File: src/design/assert_macros.svh
// ---------------------------------------------------------------------------
// Assertion macros
// Shared concurrent assertion forms for the design; define NO_ASSERTIONS to
// compile them out.
// ---------------------------------------------------------------------------
`ifndef ASSERT_MACROS_SVH
`define ASSERT_MACROS_SVH

`ifndef NO_ASSERTIONS

`define ASSERT_IMPLIES(label, clk, rst_n, ante, cons) \
    label: assert property (@(posedge clk) disable iff (!(rst_n)) (ante) |-> (cons)) \
        else $error("assertion failed: label");

`define ASSERT_NEXT(label, clk, rst_n, ante, cons) \
    label: assert property (@(posedge clk) disable iff (!(rst_n)) (ante) |=> (cons)) \
        else $error("assertion failed: label");

`else

`define ASSERT_IMPLIES(label, clk, rst_n, ante, cons)

`define ASSERT_NEXT(label, clk, rst_n, ante, cons)

`endif

`endif

File: src/design/ssd_pkg.sv
// ---------------------------------------------------------------------------
// ssd_pkg
// Types and constants of the step/direction sequencer.
// ---------------------------------------------------------------------------
package ssd_pkg;

    typedef struct packed {
        logic [3:0]  func;
        logic        direction;
        logic [15:0] step_count;
    } ssd_in_t;

    typedef struct packed {
        logic        step_out;
        logic        dir_out;
        logic        enable_n_out;
        logic        reset_n_out;
        logic        sleep_n_out;
        logic        busy_res;
        logic        ready_res;
        logic [15:0] pulses_done;
    } ssd_out_t;

    typedef struct packed {
        logic [7:0] step_half_period;
        logic [9:0] dir_settle_ticks;
        logic [9:0] enable_settle_ticks;
        logic [9:0] reset_settle_ticks;
        logic [9:0] wake_settle_ticks;
    } ssd_cfg_t;

    typedef struct packed {
        logic    accept;
        ssd_in_t item;
    } ssd_cmd_t;

    typedef enum logic [1:0] {
        PH_IDLE    = 2'd0,
        PH_SETPINS = 2'd1,
        PH_GEN     = 2'd2,
        PH_RECONF  = 2'd3
    } ssd_phase_t;

    localparam logic [3:0] FUNC_TICK       = 4'd0;
    localparam logic [3:0] FUNC_REQUEST    = 4'd1;
    localparam logic [3:0] FUNC_STOP       = 4'd2;
    localparam logic [3:0] FUNC_ENABLE     = 4'd3;
    localparam logic [3:0] FUNC_DISABLE    = 4'd4;
    localparam logic [3:0] FUNC_RST_ASSERT = 4'd5;
    localparam logic [3:0] FUNC_RST_REL    = 4'd6;
    localparam logic [3:0] FUNC_SLEEP      = 4'd7;
    localparam logic [3:0] FUNC_WAKE       = 4'd8;

    localparam logic [2:0] CFG_STEP_HALF   = 3'd0;
    localparam logic [2:0] CFG_DIR_SETTLE  = 3'd1;
    localparam logic [2:0] CFG_EN_SETTLE   = 3'd2;
    localparam logic [2:0] CFG_RST_SETTLE  = 3'd3;
    localparam logic [2:0] CFG_WAKE_SETTLE = 3'd4;

    localparam int PIN_DIR = 0;
    localparam int PIN_EN  = 1;
    localparam int PIN_RST = 2;
    localparam int PIN_SLP = 3;

    localparam logic [12:0] SETTLE_MAX = 13'd8191;

endpackage

File: src/design/ssd_core.sv
// ---------------------------------------------------------------------------
// ssd_core
// Sequencer state and pulse generator; advances once per transfer and
// presents the result of that transfer.
// ---------------------------------------------------------------------------
module ssd_core import ssd_pkg::*; #(
    parameter int COUNT_WIDTH = 16
) (
    input  logic     aclk,
    input  logic     aresetn,
    input  ssd_cmd_t cmd,
    input  ssd_cfg_t cfg,
    output ssd_out_t res
);

    localparam int SUM_W = ((COUNT_WIDTH > 16) ? COUNT_WIDTH : 16) + 1;
    localparam logic [COUNT_WIDTH-1:0] COUNT_MAX = '1;
    localparam logic [SUM_W-1:0] COUNT_MAX_X = SUM_W'(COUNT_MAX);

    ssd_phase_t             phase_reg, phase_next;
    logic [3:0]             pins_now_reg, pins_now_next;
    logic [3:0]             pins_goal_reg, pins_goal_next;
    logic [15:0]            pending_reg, pending_next;
    logic [12:0]            settle_reg, settle_next;
    logic [COUNT_WIDTH-1:0] limit_reg, limit_next;
    logic [COUNT_WIDTH-1:0] count_reg, count_next;
    logic [7:0]             timer_reg, timer_next;
    logic                   level_reg, level_next;
    logic                   pulsing_reg, pulsing_next;

    logic [7:0]       half_len;
    logic [3:0]       diff;
    logic [11:0]      settle_add;
    logic [13:0]      settle_sum;
    logic [12:0]      settle_sat;
    logic [SUM_W-1:0] extend_sum;
    logic [SUM_W-1:0] pending_x;
    logic [COUNT_WIDTH-1:0] pending_sat;
    logic [COUNT_WIDTH-1:0] extend_sat;

    assign half_len = (cfg.step_half_period == 8'd0) ? 8'd1 : cfg.step_half_period;

    assign diff = pins_now_reg ^ pins_goal_reg;
    assign settle_add = (diff[PIN_DIR] ? {2'b00, cfg.dir_settle_ticks}    : 12'd0)
                      + (diff[PIN_EN]  ? {2'b00, cfg.enable_settle_ticks} : 12'd0)
                      + (diff[PIN_RST] ? {2'b00, cfg.reset_settle_ticks}  : 12'd0)
                      + (diff[PIN_SLP] ? {2'b00, cfg.wake_settle_ticks}   : 12'd0);
    assign settle_sum = {1'b0, settle_reg} + {2'b00, settle_add};
    assign settle_sat = (settle_sum > {1'b0, SETTLE_MAX}) ? SETTLE_MAX : settle_sum[12:0];

    assign pending_x   = SUM_W'(pending_reg);
    assign pending_sat = (pending_x > COUNT_MAX_X) ? COUNT_MAX : pending_x[COUNT_WIDTH-1:0];

    assign extend_sum = SUM_W'(count_reg) + SUM_W'(cmd.item.step_count);
    assign extend_sat = (extend_sum > COUNT_MAX_X) ? COUNT_MAX : extend_sum[COUNT_WIDTH-1:0];

    always_comb begin
        phase_next     = phase_reg;
        pins_now_next  = pins_now_reg;
        pins_goal_next = pins_goal_reg;
        pending_next   = pending_reg;
        settle_next    = settle_reg;
        limit_next     = limit_reg;
        count_next     = count_reg;
        timer_next     = timer_reg;
        level_next     = level_reg;
        pulsing_next   = pulsing_reg;

        if (cmd.accept) begin
            unique case (cmd.item.func)
                FUNC_TICK: begin
                    // advance the pulse generator first
                    if (pulsing_reg) begin
                        if (timer_reg > 8'd1) begin
                            timer_next = timer_reg - 8'd1;
                        end else if (level_reg) begin
                            level_next = 1'b0;
                            count_next = (count_reg == COUNT_MAX) ? COUNT_MAX
                                                                  : count_reg + 1'b1;
                            timer_next = half_len;
                        end else if (count_reg >= limit_reg) begin
                            pulsing_next = 1'b0;
                            level_next   = 1'b0;
                            timer_next   = 8'd0;
                        end else begin
                            level_next = 1'b1;
                            timer_next = half_len;
                        end
                    end
                    unique case (phase_reg)
                        PH_SETPINS: begin
                            pins_now_next = pins_goal_reg;
                            if (settle_sat != 13'd0) begin
                                settle_next = settle_sat - 13'd1;
                            end else if (pending_reg != 16'd0) begin
                                settle_next  = settle_sat;
                                phase_next   = PH_GEN;
                                limit_next   = pending_sat;
                                count_next   = '0;
                                pulsing_next = 1'b1;
                                level_next   = 1'b1;
                                timer_next   = half_len;
                                pending_next = 16'd0;
                            end else begin
                                settle_next = settle_sat;
                                phase_next  = PH_IDLE;
                            end
                        end
                        PH_GEN: begin
                            if (!pulsing_next) begin
                                phase_next = PH_IDLE;
                            end
                        end
                        PH_RECONF: begin
                            if (!pulsing_next) begin
                                phase_next = PH_SETPINS;
                            end
                        end
                        default: begin
                        end
                    endcase
                end
                FUNC_REQUEST: begin
                    pins_goal_next[PIN_DIR] = cmd.item.direction;
                    pending_next = cmd.item.step_count;
                    if (phase_reg == PH_IDLE) begin
                        phase_next = PH_SETPINS;
                    end else if (phase_reg == PH_GEN) begin
                        if (pins_now_reg == pins_goal_next) begin
                            limit_next   = extend_sat;
                            pending_next = 16'd0;
                        end else begin
                            phase_next   = PH_RECONF;
                            pulsing_next = 1'b0;
                            level_next   = 1'b0;
                            timer_next   = 8'd0;
                        end
                    end
                end
                FUNC_STOP, FUNC_ENABLE, FUNC_DISABLE, FUNC_RST_ASSERT,
                FUNC_RST_REL, FUNC_SLEEP, FUNC_WAKE: begin
                    unique case (cmd.item.func)
                        FUNC_STOP:       pending_next = 16'd0;
                        FUNC_ENABLE:     pins_goal_next[PIN_EN]  = 1'b0;
                        FUNC_DISABLE:    pins_goal_next[PIN_EN]  = 1'b1;
                        FUNC_RST_ASSERT: pins_goal_next[PIN_RST] = 1'b0;
                        FUNC_RST_REL:    pins_goal_next[PIN_RST] = 1'b1;
                        FUNC_SLEEP:      pins_goal_next[PIN_SLP] = 1'b0;
                        default:         pins_goal_next[PIN_SLP] = 1'b1;
                    endcase
                    phase_next   = PH_RECONF;
                    pulsing_next = 1'b0;
                    level_next   = 1'b0;
                    timer_next   = 8'd0;
                end
                default: begin
                end
            endcase
        end
    end

    always_ff @(posedge aclk) begin
        if (!aresetn) begin
            phase_reg     <= PH_IDLE;
            pins_now_reg  <= 4'd0;
            pins_goal_reg <= 4'd0;
            pending_reg   <= 16'd0;
            settle_reg    <= 13'd0;
            limit_reg     <= '0;
            count_reg     <= '0;
            timer_reg     <= 8'd0;
            level_reg     <= 1'b0;
            pulsing_reg   <= 1'b0;
        end else begin
            phase_reg     <= phase_next;
            pins_now_reg  <= pins_now_next;
            pins_goal_reg <= pins_goal_next;
            pending_reg   <= pending_next;
            settle_reg    <= settle_next;
            limit_reg     <= limit_next;
            count_reg     <= count_next;
            timer_reg     <= timer_next;
            level_reg     <= level_next;
            pulsing_reg   <= pulsing_next;
        end
    end

    always_comb begin
        res.step_out     = level_next;
        res.dir_out      = pins_now_next[PIN_DIR];
        res.enable_n_out = pins_now_next[PIN_EN];
        res.reset_n_out  = pins_now_next[PIN_RST];
        res.sleep_n_out  = pins_now_next[PIN_SLP];
        res.busy_res     = (phase_next != PH_IDLE);
        res.ready_res    = !pins_now_next[PIN_EN] && pins_now_next[PIN_RST]
                           && pins_now_next[PIN_SLP];
        res.pulses_done  = 16'(count_next);
    end

endmodule

File: src/design/stepper_step_dir_sequencer.sv
// ---------------------------------------------------------------------------
// stepper_step_dir_sequencer
// Step/direction stepper driver sequencer with settle waits and pulse runs.
// ---------------------------------------------------------------------------
// Input channel (s_valid/s_ready/s_data): one transfer per tick or command.
// Result channel (m_valid/m_ready/m_data): exactly one result per input
// transfer, carrying the pin levels, step level, status and pulse count as
// they stand after that item.
// Latency: the result is valid the cycle after the input transfer.
// Throughput: one item per cycle unless stalled; the state update is one
// pass of counter and compare logic between state and result registers.
// s_ready is high whenever the result register is empty or being drained,
// so a new item enters in the same cycle a waiting result is taken.
// When the receiver stalls, the result holds and s_ready drops until the
// result is transferred.
// Configuration: cfg_wr_en writes cfg_wdata to register cfg_index (0 half
// period, 1..4 dir/enable/reset/wake settle ticks); write only while idle.
// Reset (aresetn low, synchronous): phase idle, all pins and counters
// cleared, no result pending, registers back to 1, 1, 1, 1 and 2.
// ---------------------------------------------------------------------------
`include "assert_macros.svh"

module stepper_step_dir_sequencer import ssd_pkg::*; #(
    parameter int COUNT_WIDTH = 16
) (
    input  logic       aclk,
    input  logic       aresetn,
    input  logic       s_valid,
    output logic       s_ready,
    input  ssd_in_t    s_data,
    output logic       m_valid,
    input  logic       m_ready,
    output ssd_out_t   m_data,
    input  logic       cfg_wr_en,
    input  logic [2:0] cfg_index,
    input  logic [9:0] cfg_wdata
);

    ssd_cfg_t cfg_reg, cfg_next;
    ssd_cmd_t cmd;
    ssd_out_t res;
    ssd_out_t m_data_reg;
    logic     m_valid_reg, m_valid_next;

    always_comb begin
        cfg_next = cfg_reg;
        if (cfg_wr_en) begin
            unique case (cfg_index)
                CFG_STEP_HALF:   cfg_next.step_half_period    = cfg_wdata[7:0];
                CFG_DIR_SETTLE:  cfg_next.dir_settle_ticks    = cfg_wdata;
                CFG_EN_SETTLE:   cfg_next.enable_settle_ticks = cfg_wdata;
                CFG_RST_SETTLE:  cfg_next.reset_settle_ticks  = cfg_wdata;
                CFG_WAKE_SETTLE: cfg_next.wake_settle_ticks   = cfg_wdata;
                default: begin
                end
            endcase
        end
    end

    always_ff @(posedge aclk) begin
        if (!aresetn) begin
            cfg_reg.step_half_period    <= 8'd1;
            cfg_reg.dir_settle_ticks    <= 10'd1;
            cfg_reg.enable_settle_ticks <= 10'd1;
            cfg_reg.reset_settle_ticks  <= 10'd1;
            cfg_reg.wake_settle_ticks   <= 10'd2;
        end else begin
            cfg_reg <= cfg_next;
        end
    end

    assign s_ready    = !m_valid_reg || m_ready;
    assign cmd.accept = s_valid && s_ready;
    assign cmd.item   = s_data;

    ssd_core #(
        .COUNT_WIDTH(COUNT_WIDTH)
    ) u_core (
        .aclk   (aclk),
        .aresetn(aresetn),
        .cmd    (cmd),
        .cfg    (cfg_reg),
        .res    (res)
    );

    // load on transfer, drop once taken
    always_comb begin
        m_valid_next = m_valid_reg;
        if (cmd.accept) begin
            m_valid_next = 1'b1;
        end else if (m_ready) begin
            m_valid_next = 1'b0;
        end
    end

    always_ff @(posedge aclk) begin
        if (!aresetn) begin
            m_valid_reg <= 1'b0;
        end else begin
            m_valid_reg <= m_valid_next;
        end
    end

    always_ff @(posedge aclk) begin
        if (cmd.accept) begin
            m_data_reg <= res;
        end
    end

    assign m_valid = m_valid_reg;
    assign m_data  = m_data_reg;

    `ASSERT_NEXT(a_result_follows, aclk, aresetn, s_valid && s_ready, m_valid)
    `ASSERT_IMPLIES(a_stall_blocks, aclk, aresetn, m_valid && !m_ready, !s_ready)
    `ASSERT_IMPLIES(a_step_busy, aclk, aresetn, m_valid && m_data.step_out, m_data.busy_res)

endmodule
File: config.mk
export PLATFORM = sky130hd
export DESIGN_NAME = stepper_step_dir_sequencer
export DESIGN_NICKNAME = d
export VERILOG_FILES = /design/src/design/ssd_pkg.sv /design/src/design/ssd_core.sv /design/src/design/stepper_step_dir_sequencer.sv
export VERILOG_INCLUDE_DIRS = /design/src /design/src/design
export SDC_FILE = /design/constraint.sdc
export NUM_CORES = 1
export LEC_CHECK = 0
export BUFFER_PORTS_ARGS = -buffer_cell sky130_fd_sc_hd__buf_2
export CAP_MARGIN = 20
export CORE_MARGIN = 2
export CORE_UTILIZATION = 30
export DETAILED_ROUTE_END_ITERATION = 12
export SKIP_LAST_GASP = 1
export SLEW_MARGIN = 20
export SYNTH_ARGS = -nofsm -noshare
export SYNTH_HDL_FRONTEND = slang
export SYNTH_SLANG_ARGS = --single-unit
File: constraint.sdc
create_clock -name aclk -period 14.6 [get_ports aclk]
set_clock_uncertainty 0.2 [all_clocks]
set_input_delay 0.73 -clock aclk [delete_from_list [all_inputs] [get_ports aclk]]
set_output_delay 0.73 -clock aclk [all_outputs]
set_load 0.03 [all_outputs]
==> metrics.txt, run 1 <==
CTS Buffer Depth 2; gr ovfl total 0; clk root buf clkbuf_16; final hold violation count 0; initial antenna violation count 0; Yosys cell types 70; max reg flops 48; Num CTS Buffers 17; Top cell by count, worst path a21oi_1; worst setup path end u_core.limit_reg[15]; setup tns final 0 ps; DRT Wirelength approximately 27 mm; pre-CTS setup slack 6430 ps; RR Endpoint u_core.limit_reg[15]; Post-DP HPWL around 20 mm; DRC violations left 0; reg-to-reg startpoint u_core.pins_goal_reg[1]; GRT Resource Usage Total roughly 16%; Post-DRT Antenna Nets 0; synthesis-to-layout area growth 14.5%; post-synthesis sequential area ratio between 30 and 40%; RSZ-0062 raised after global routing no; worst path required time 14760 ps; Warnings, synthesis 0; Power Total 1030 µW; Worst Reg2Reg Path Length in Cells 30; Post-synth EDFFs 23; CP Capture Type flip-flop; Die Area between 30000 and 40000 µm²; Final Max Slew Viols 0; Initial Util 30.4%; die height 185 µm; Leak about 0.0045 µW; Synth Flop Type dfxtp_1; Worst-Margin Slew 1100 ps; CTS clk-pin slew, worst paths about 60 ps; layout cells sized above 1 about a tenth; number of synthesized register bits ~150; DR vias about 8900; average cell area after synthesis 7.93 µm²; pin count of the biggest net entering global routing 68; CTS tree yes; Synth Cell Area ~9800 µm²; I/O Buffers between 60 and 70; worst setup path category reg -> reg; Worst-Skew Late Latency 440 ps; Peak Freq between 100 and 150 MHz; worst setup path startpoint u_core.pins_goal_reg[1]; WL/cell between 15 and 20 µm; vias in the first global route 8559; setup ws final approximately 6300 ps; Core Region around 32000 µm²; drt pass-1 iters 5; CP max-delay cell a21oi_4; Die W around 190 µm; Slew HR around a quarter; post-cts hold buffer count 0; period utilisation layout a little under three fifths; Sink Count ~150; Net Count, Synth 1360; # rows 66; routability cong. between 0.8 and 0.9; Hold WC Path Type reg -> reg; postcts setup bufs 0; clock period minus worst slack between 8000 and 9000 ps; max cap viols 0; CP Depth 30; delay-heaviest family, CP compound AO/OA/AOI/OAI gates; CP peak stage delay around 660 ps; crit path launch type flip-flop; NumNets Final between 1000 and 1500; Ant. Diodes 0; Starting DRT DRC Count 634; power density of the placed cells 91.3 nW/µm²; reg-to-reg slack, setup between 6000 and 7000 ps; Syn Inst Count about 1200; fraction of registers with async set or reset after synthesis 0%; PostCTS Resize Cnt 0; outcome finished clean; WP data arrival 8470 ps; maximum vdd ir drop approximately 0.087 mV; final setup violation count 0; Crit path buffers/inverters 3; first-pass GRT wire length around 44 mm; via/cell ratio roughly 5.1; H-Tree Depth 4; I/O pin cnt 64; largest fanout on the critical path 22
==> final cells by class <==
cell class,instances,area (µm²)
repair buffers,72,383
inverters,79,297
fillers,3390,21100
flip-flops and latches,153,3290
multi-input cells,957,6050
well taps,442,553
clock inverters,10,158
clock buffers,22,518
==> stage by stage <==
step / hold WS [ps] / instances / utilization [%] / cell area, µm²
global placement: 243 / 1703 / 32.7 / 10600
finish: 254 / 1735 / 34.8 / 11300
floorplan: 232 / 1240 / - / 9830
detailed placement: 246 / 1703 / 32.7 / 10600
CTS: 254 / 1735 / 34.7 / 11200
global route: 274 / 1735 / 34.8 / 11300
==> where the power goes <==
group          leakage, µW  switching (µW)  total, µW  internal [µW]
Combinational      0.00284            56.1       83.2           27.0
Clock             0.000335             184        505            321
Sequential         0.00128            3.91        439            435
Total              0.00445             244       1030            783
==> synth_stat cells, types with 4 or more instances <==
cell type | n | area [µm²]
nand2_1 | 225 | 845
a21oi_1 | 151 | 756
dfxtp_1 | 130 | 2600
nor2_1 | 80 | 300
inv_1 | 78 | 293
ha_1 | 59 | 738
and2_1 | 49 | 307
clkbuf_1 | 48 | 180
o21ai_0 | 45 | 225
nand3_1 | 34 | 170
xnor2_1 | 24 | 210
edfxtp_1 | 23 | 691
fa_1 | 22 | 440
nor3_1 | 22 | 110
mux2i_1 | 20 | 200
o221ai_1 | 16 | 140
a31oi_1 | 15 | 93.8
a21o_1 | 14 | 105
or2_0 | 14 | 87.6
xor2_1 | 14 | 123
and3_1 | 11 | 68.8
nand4_1 | 10 | 62.6
a211oi_1 | 8 | 60.1
nor4_1 | 8 | 50.1
o21a_1 | 8 | 60.1
o21bai_1 | 8 | 60.1
nand2b_1 | 7 | 43.8
nand3b_1 | 7 | 52.6
o22a_1 | 6 | 52.6
a2111oi_0 | 5 | 43.8
a22oi_1 | 5 | 37.5
nor3b_1 | 5 | 37.5
or2_2 | 5 | 31.3
or3_1 | 5 | 31.3
a211o_1 | 4 | 35.0
and4_1 | 4 | 35.0
nor2b_1 | 4 | 25.0
==> cell usage in the layout (no fill, tap or decap), types with 9 or more instances in the layout <==
| cell type | count |
|---|---|
| nor3_1 | 22 |
| and3_1 | 11 |
| mux2i_1 | 20 |
| or2_0 | 14 |
| o221ai_1 | 16 |
| ha_1 | 59 |
| edfxtp_1 | 23 |
| nand3_1 | 34 |
| nand4_1 | 10 |
| a31oi_1 | 15 |
| xor2_1 | 14 |
| nor2_1 | 80 |
| xnor2_1 | 24 |
| clkbuf_16 | 20 |
| a21o_1 | 14 |
| buf_2 | 63 |
| dfxtp_1 | 130 |
| buf_4 | 9 |
| fa_1 | 22 |
| a21oi_1 | 150 |
| nand2_1 | 225 |
| and2_1 | 49 |
| inv_1 | 78 |
| o21ai_0 | 45 |
==> layer usage <==
metal  vias up  wire length, µm  global-route usage [%]
met4         0              624                    4.86
met5         -                0                       0
met3        43             1110                    3.20
li1       4412                -                       -
met2       194            13000                    27.9
met1      4205            12300                    20.8
==> worst min-delay path: stages, from the launching register on <==
cell and delay (ps):
dfxtp_1 310, nand2_1 50, a21oi_1 50
==> logic make-up after synthesis <==
| family | Yosys count | share of synthesized area [%] |
|---|---|---|
| compound gates | 317 | 19.9 |
| flops | 153 | 33.5 |
| fa+ha+maj | 81 | 12.0 |
| simple gates | 500 | 24.0 |
| xor+xnor | 38 | 3.39 |
| buf+inv | 130 | 5.09 |
| mux | 21 | 2.15 |
==> how the worst min path moves through the flow <==
stage | from | depth (start not counted) | slack (ps) | to
after floorplan | cfg_reg[0] | 2 | 230 | cfg_reg[0]
after global placement | u_core.limit_reg[3] | 2 | 240 | u_core.limit_reg[3]
after CTS | cfg_reg[25] | 2 | 250 | cfg_reg[25]
final | cfg_reg[25] | 2 | 250 | cfg_reg[25]
after detailed placement | cfg_reg[25] | 2 | 250 | cfg_reg[25]
after global routing | cfg_reg[33] | 2 | 270 | cfg_reg[33]
Power figures use the tool's default switching activity.
==> inputs of run 2 (changes only) <==
--- a/config.mk
+++ b/config.mk
@@ -6,6 +6,7 @@
 export SDC_FILE = /design/constraint.sdc
 export NUM_CORES = 1
 export LEC_CHECK = 0
+export ABC_AREA = 1
 export BUFFER_PORTS_ARGS = -buffer_cell sky130_fd_sc_hd__buf_2
 export CAP_MARGIN = 20
 export CORE_MARGIN = 2
==> constraint.sdc (replaced) <==
create_clock -name aclk -period 8.1 [get_ports aclk]
set_clock_uncertainty 0.2 [all_clocks]
set_input_delay 0.405 -clock aclk [delete_from_list [all_inputs] [get_ports aclk]]
set_output_delay 0.405 -clock aclk [all_outputs]
set_load 0.03 [all_outputs]
==> run 2 against run 1 <==
Routed wire length up 7.4%. Synthesized area up 4.8%. First-iteration DRC count down 7.3%. Clock-buffer cell count down 3. Synthesized cell count up 21%. Critical path depth up 6. Maximum frequency up 15%. Core utilization down 0.22 points. Final area up 3.4%.
==> metrics.txt, run 2 <==
outcome finished clean; postcts setup bufs 0; CTS clk-pin slew, worst paths about 70 ps; worst setup path category reg -> reg; gr ovfl total 0; cell taking the most area after synthesis dfxtp_1; RSZ-0062 raised after global routing no; I/O Buffers 63; Syn Inst Count approximately 1500; Power Total around 1800 µW; min-delay src cfg_wdata[8]; Post-synth EDFFs 23; CTS tree yes; most frequent cells after synthesis nand2_1, inv_1, a21oi_1, dfxtp_1, nor2_1; average cell area after synthesis 6.89 µm²; via/cell ratio 4.86; # rows between 60 and 70; reg-to-reg startpoint u_core.pins_goal_reg[0]; Post-DRT Antenna Nets 0; WL/cell ~14 µm; final setup violation count 0; final hold violation count 0; post-synth top area share 25.3%; CP peak stage delay between 500 and 600 ps; pre-CTS setup slack about 450 ps; Hold Path Sink cfg_reg[8]; Leak roughly 0.0054 µW; vias in the first global route around 9300; period utilisation layout between 80% and 90%; delay-heaviest family, CP adder cells; die height between 150 and 200 µm; setup ws final approximately 900 ps; largest fanout on the critical path 16; commonest non-fill, non-tap cells in the layout nand2_1, inv_1, a21oi_1; clk root buf clkbuf_16; post-synthesis sequential area ratio 32.0%; DRT Wirelength 29.0 mm; Worst-Skew Late Latency around 440 ps; crit path launch type flip-flop; final core utilization between 30% and 40%; commonest non-fill, non-tap cell in the layout nand2_1; Hold WC Path Type in -> reg; drt pass-1 iters 7; WP data arrival 7180 ps; DR vias approximately 9700; H-Tree Depth 4; setup tns final 0 ps; Synth Cell Area 10300 µm²; placed instance count 1973; Worst-Margin Slew between 800 and 900 ps; Slew HR a little over two fifths; CP Capture Type flip-flop; Num CTS Buffers 17; Synth Flop Type dfxtp_1; initial antenna violation count 0; CP max-delay cell fa_1; Area contributors post-synth dfxtp_1, nand2_1, inv_1, a21oi_1, ha_1; layout cells sized above 1 a little under a tenth; Net Count, Synth 1616; Post-DP HPWL roughly 22 mm; power density of the placed cells between 150 and 200 nW/µm²; Warnings, synthesis 0; NumNets Final around 1700; pin count of the biggest net entering global routing slightly below 70; Die Area roughly 36000 µm²; cell with the most instances after synthesis nand2_1; Final Max Slew Viols 0; number of synthesized register bits ~150; max reg flops 48; synthesis-to-layout area growth 13.0%; Post-Layout Cell Count 2005; Worst Reg2Reg Path Length in Cells 36; maximum vdd ir drop 0.145 mV; layout filler cell count 3685; Core Region 33700 µm²; fraction of registers with async set or reset after synthesis 0%; DRC violations left 0; Yosys cell types 50; clock period minus worst slack 7200 ps; Initial Util between 30% and 40%; Ant. Diodes 0; worst path required time slightly above 8000 ps; Starting DRT DRC Count slightly below 600; I/O pin cnt between 60 and 70; Sink Count ~150; RR Endpoint m_data[6]; routability cong. about 0.93; GRT Resource Usage Total roughly 16%; reg-to-reg slack, setup roughly 900 ps; first-pass GRT wire length between 40 and 50 mm; Die W 189 µm; CTS Buffer Depth 2; max cap viols 0; Crit path buffers/inverters 5; WHS Path Cells 3; Top cell by count, worst path nand2_1; Peak Freq 139 MHz
-- run 2: changes by cell type after synthesis, moves of 18 or more --
| cell | previous run | this run |
|---|---|---|
| and2_1 | 49 | 1 |
| clkbuf_1 | 48 | 27 |
| inv_1 | 78 | 242 |
| mux2i_1 | 20 | 0 |
| nand2_1 | 225 | 314 |
| nand3_1 | 34 | 93 |
| nand4_1 | 10 | 28 |
| nor2_1 | 80 | 128 |
| o21ai_0 | 45 | 81 |
-- run 2: cells by family (layout without fill, tap and decap cells) --
group           count (synthesis)  after routing  share of synthesized area (%)
fa+ha+maj                      81             81                           11.4
compound gates                291            291                           15.4
simple gates                  642            642                           27.3
flops                         153            153                           32.0
xor+xnor                       32             32                           2.72
buf+inv                       297            358                           11.1
-- run 2: metrics by stage --
step	hold WS, ps	cell area, µm²
after floorplan	229	10300
after global placement	245	11000
after detailed placement	252	11000
after CTS	26.5	11600
after global routing	63.6	11600
final	45.7	11600
-- run 2: layout make-up --
class	instances	area [µm²]	share of cell area, %
clock buffer	19	454	3.90
clock inverter	13	131	1.13
inverter	257	965	8.29
multi-input combinational	1046	5880	50.5
sequential	153	3290	28.3
tap	448	561	4.82
timing repair buffer	69	360	3.10
-- run 2: timing repair --
item	4_1_cts	5_1_grt
resized for setup	0	2
hold buffers	0	0
endpoints found under the hold margin	0	0
setup endpoints to repair	0	39
-- run 2: worst reg2reg max path: cells and delay by family, from the launching register on --
kind	cells	cell delay [ps]
AO/OA/AOI/OAI	8	1070
AND/OR/NAND/NOR	16	2230
buffers and inverters	5	350
flip-flops	1	340
adder cells (fa/ha/maj)	6	2280
XOR/XNOR	1	460
-- run 2: how the worst max path moves through the flow --
stage / slack (ps) / cells past startpoint / startpoint / end
floorplan: 1780 / 37 / u_core.pins_goal_reg[0] / m_data[7]
global placement: 640 / 36 / u_core.pins_goal_reg[0] / m_data[6]
detailed placement: 450 / 36 / u_core.pins_goal_reg[0] / m_data[6]
CTS: 470 / 36 / u_core.pins_goal_reg[0] / m_data[6]
global route: 160 / 36 / u_core.pins_goal_reg[0] / m_data[6]
finish: 900 / 36 / u_core.pins_goal_reg[0] / m_data[6]
-- run 2: report_power, final --
part / total [µW] / internal, µW / switching [µW] / leakage, µW
logic: 199 / 58.4 / 140 / 0.00388
registers: 799 / 791 / 8.41 / 0.00129
clock network: 810 / 450 / 360 / 0.000284
-- run 2: routing by layer --
layer | part of all wire, % | routed length [µm] | global-route usage (%) | up-vias
met4 | 1.9 | 551 | 5.31 | 0
met1 | 46 | 13200 | 20.9 | 4539
met3 | 4.0 | 1150 | 2.52 | 39
met2 | 48 | 14000 | 28.6 | 217
li1 | - | - | - | 4947
met5 | 0 | 0 | 0 | -
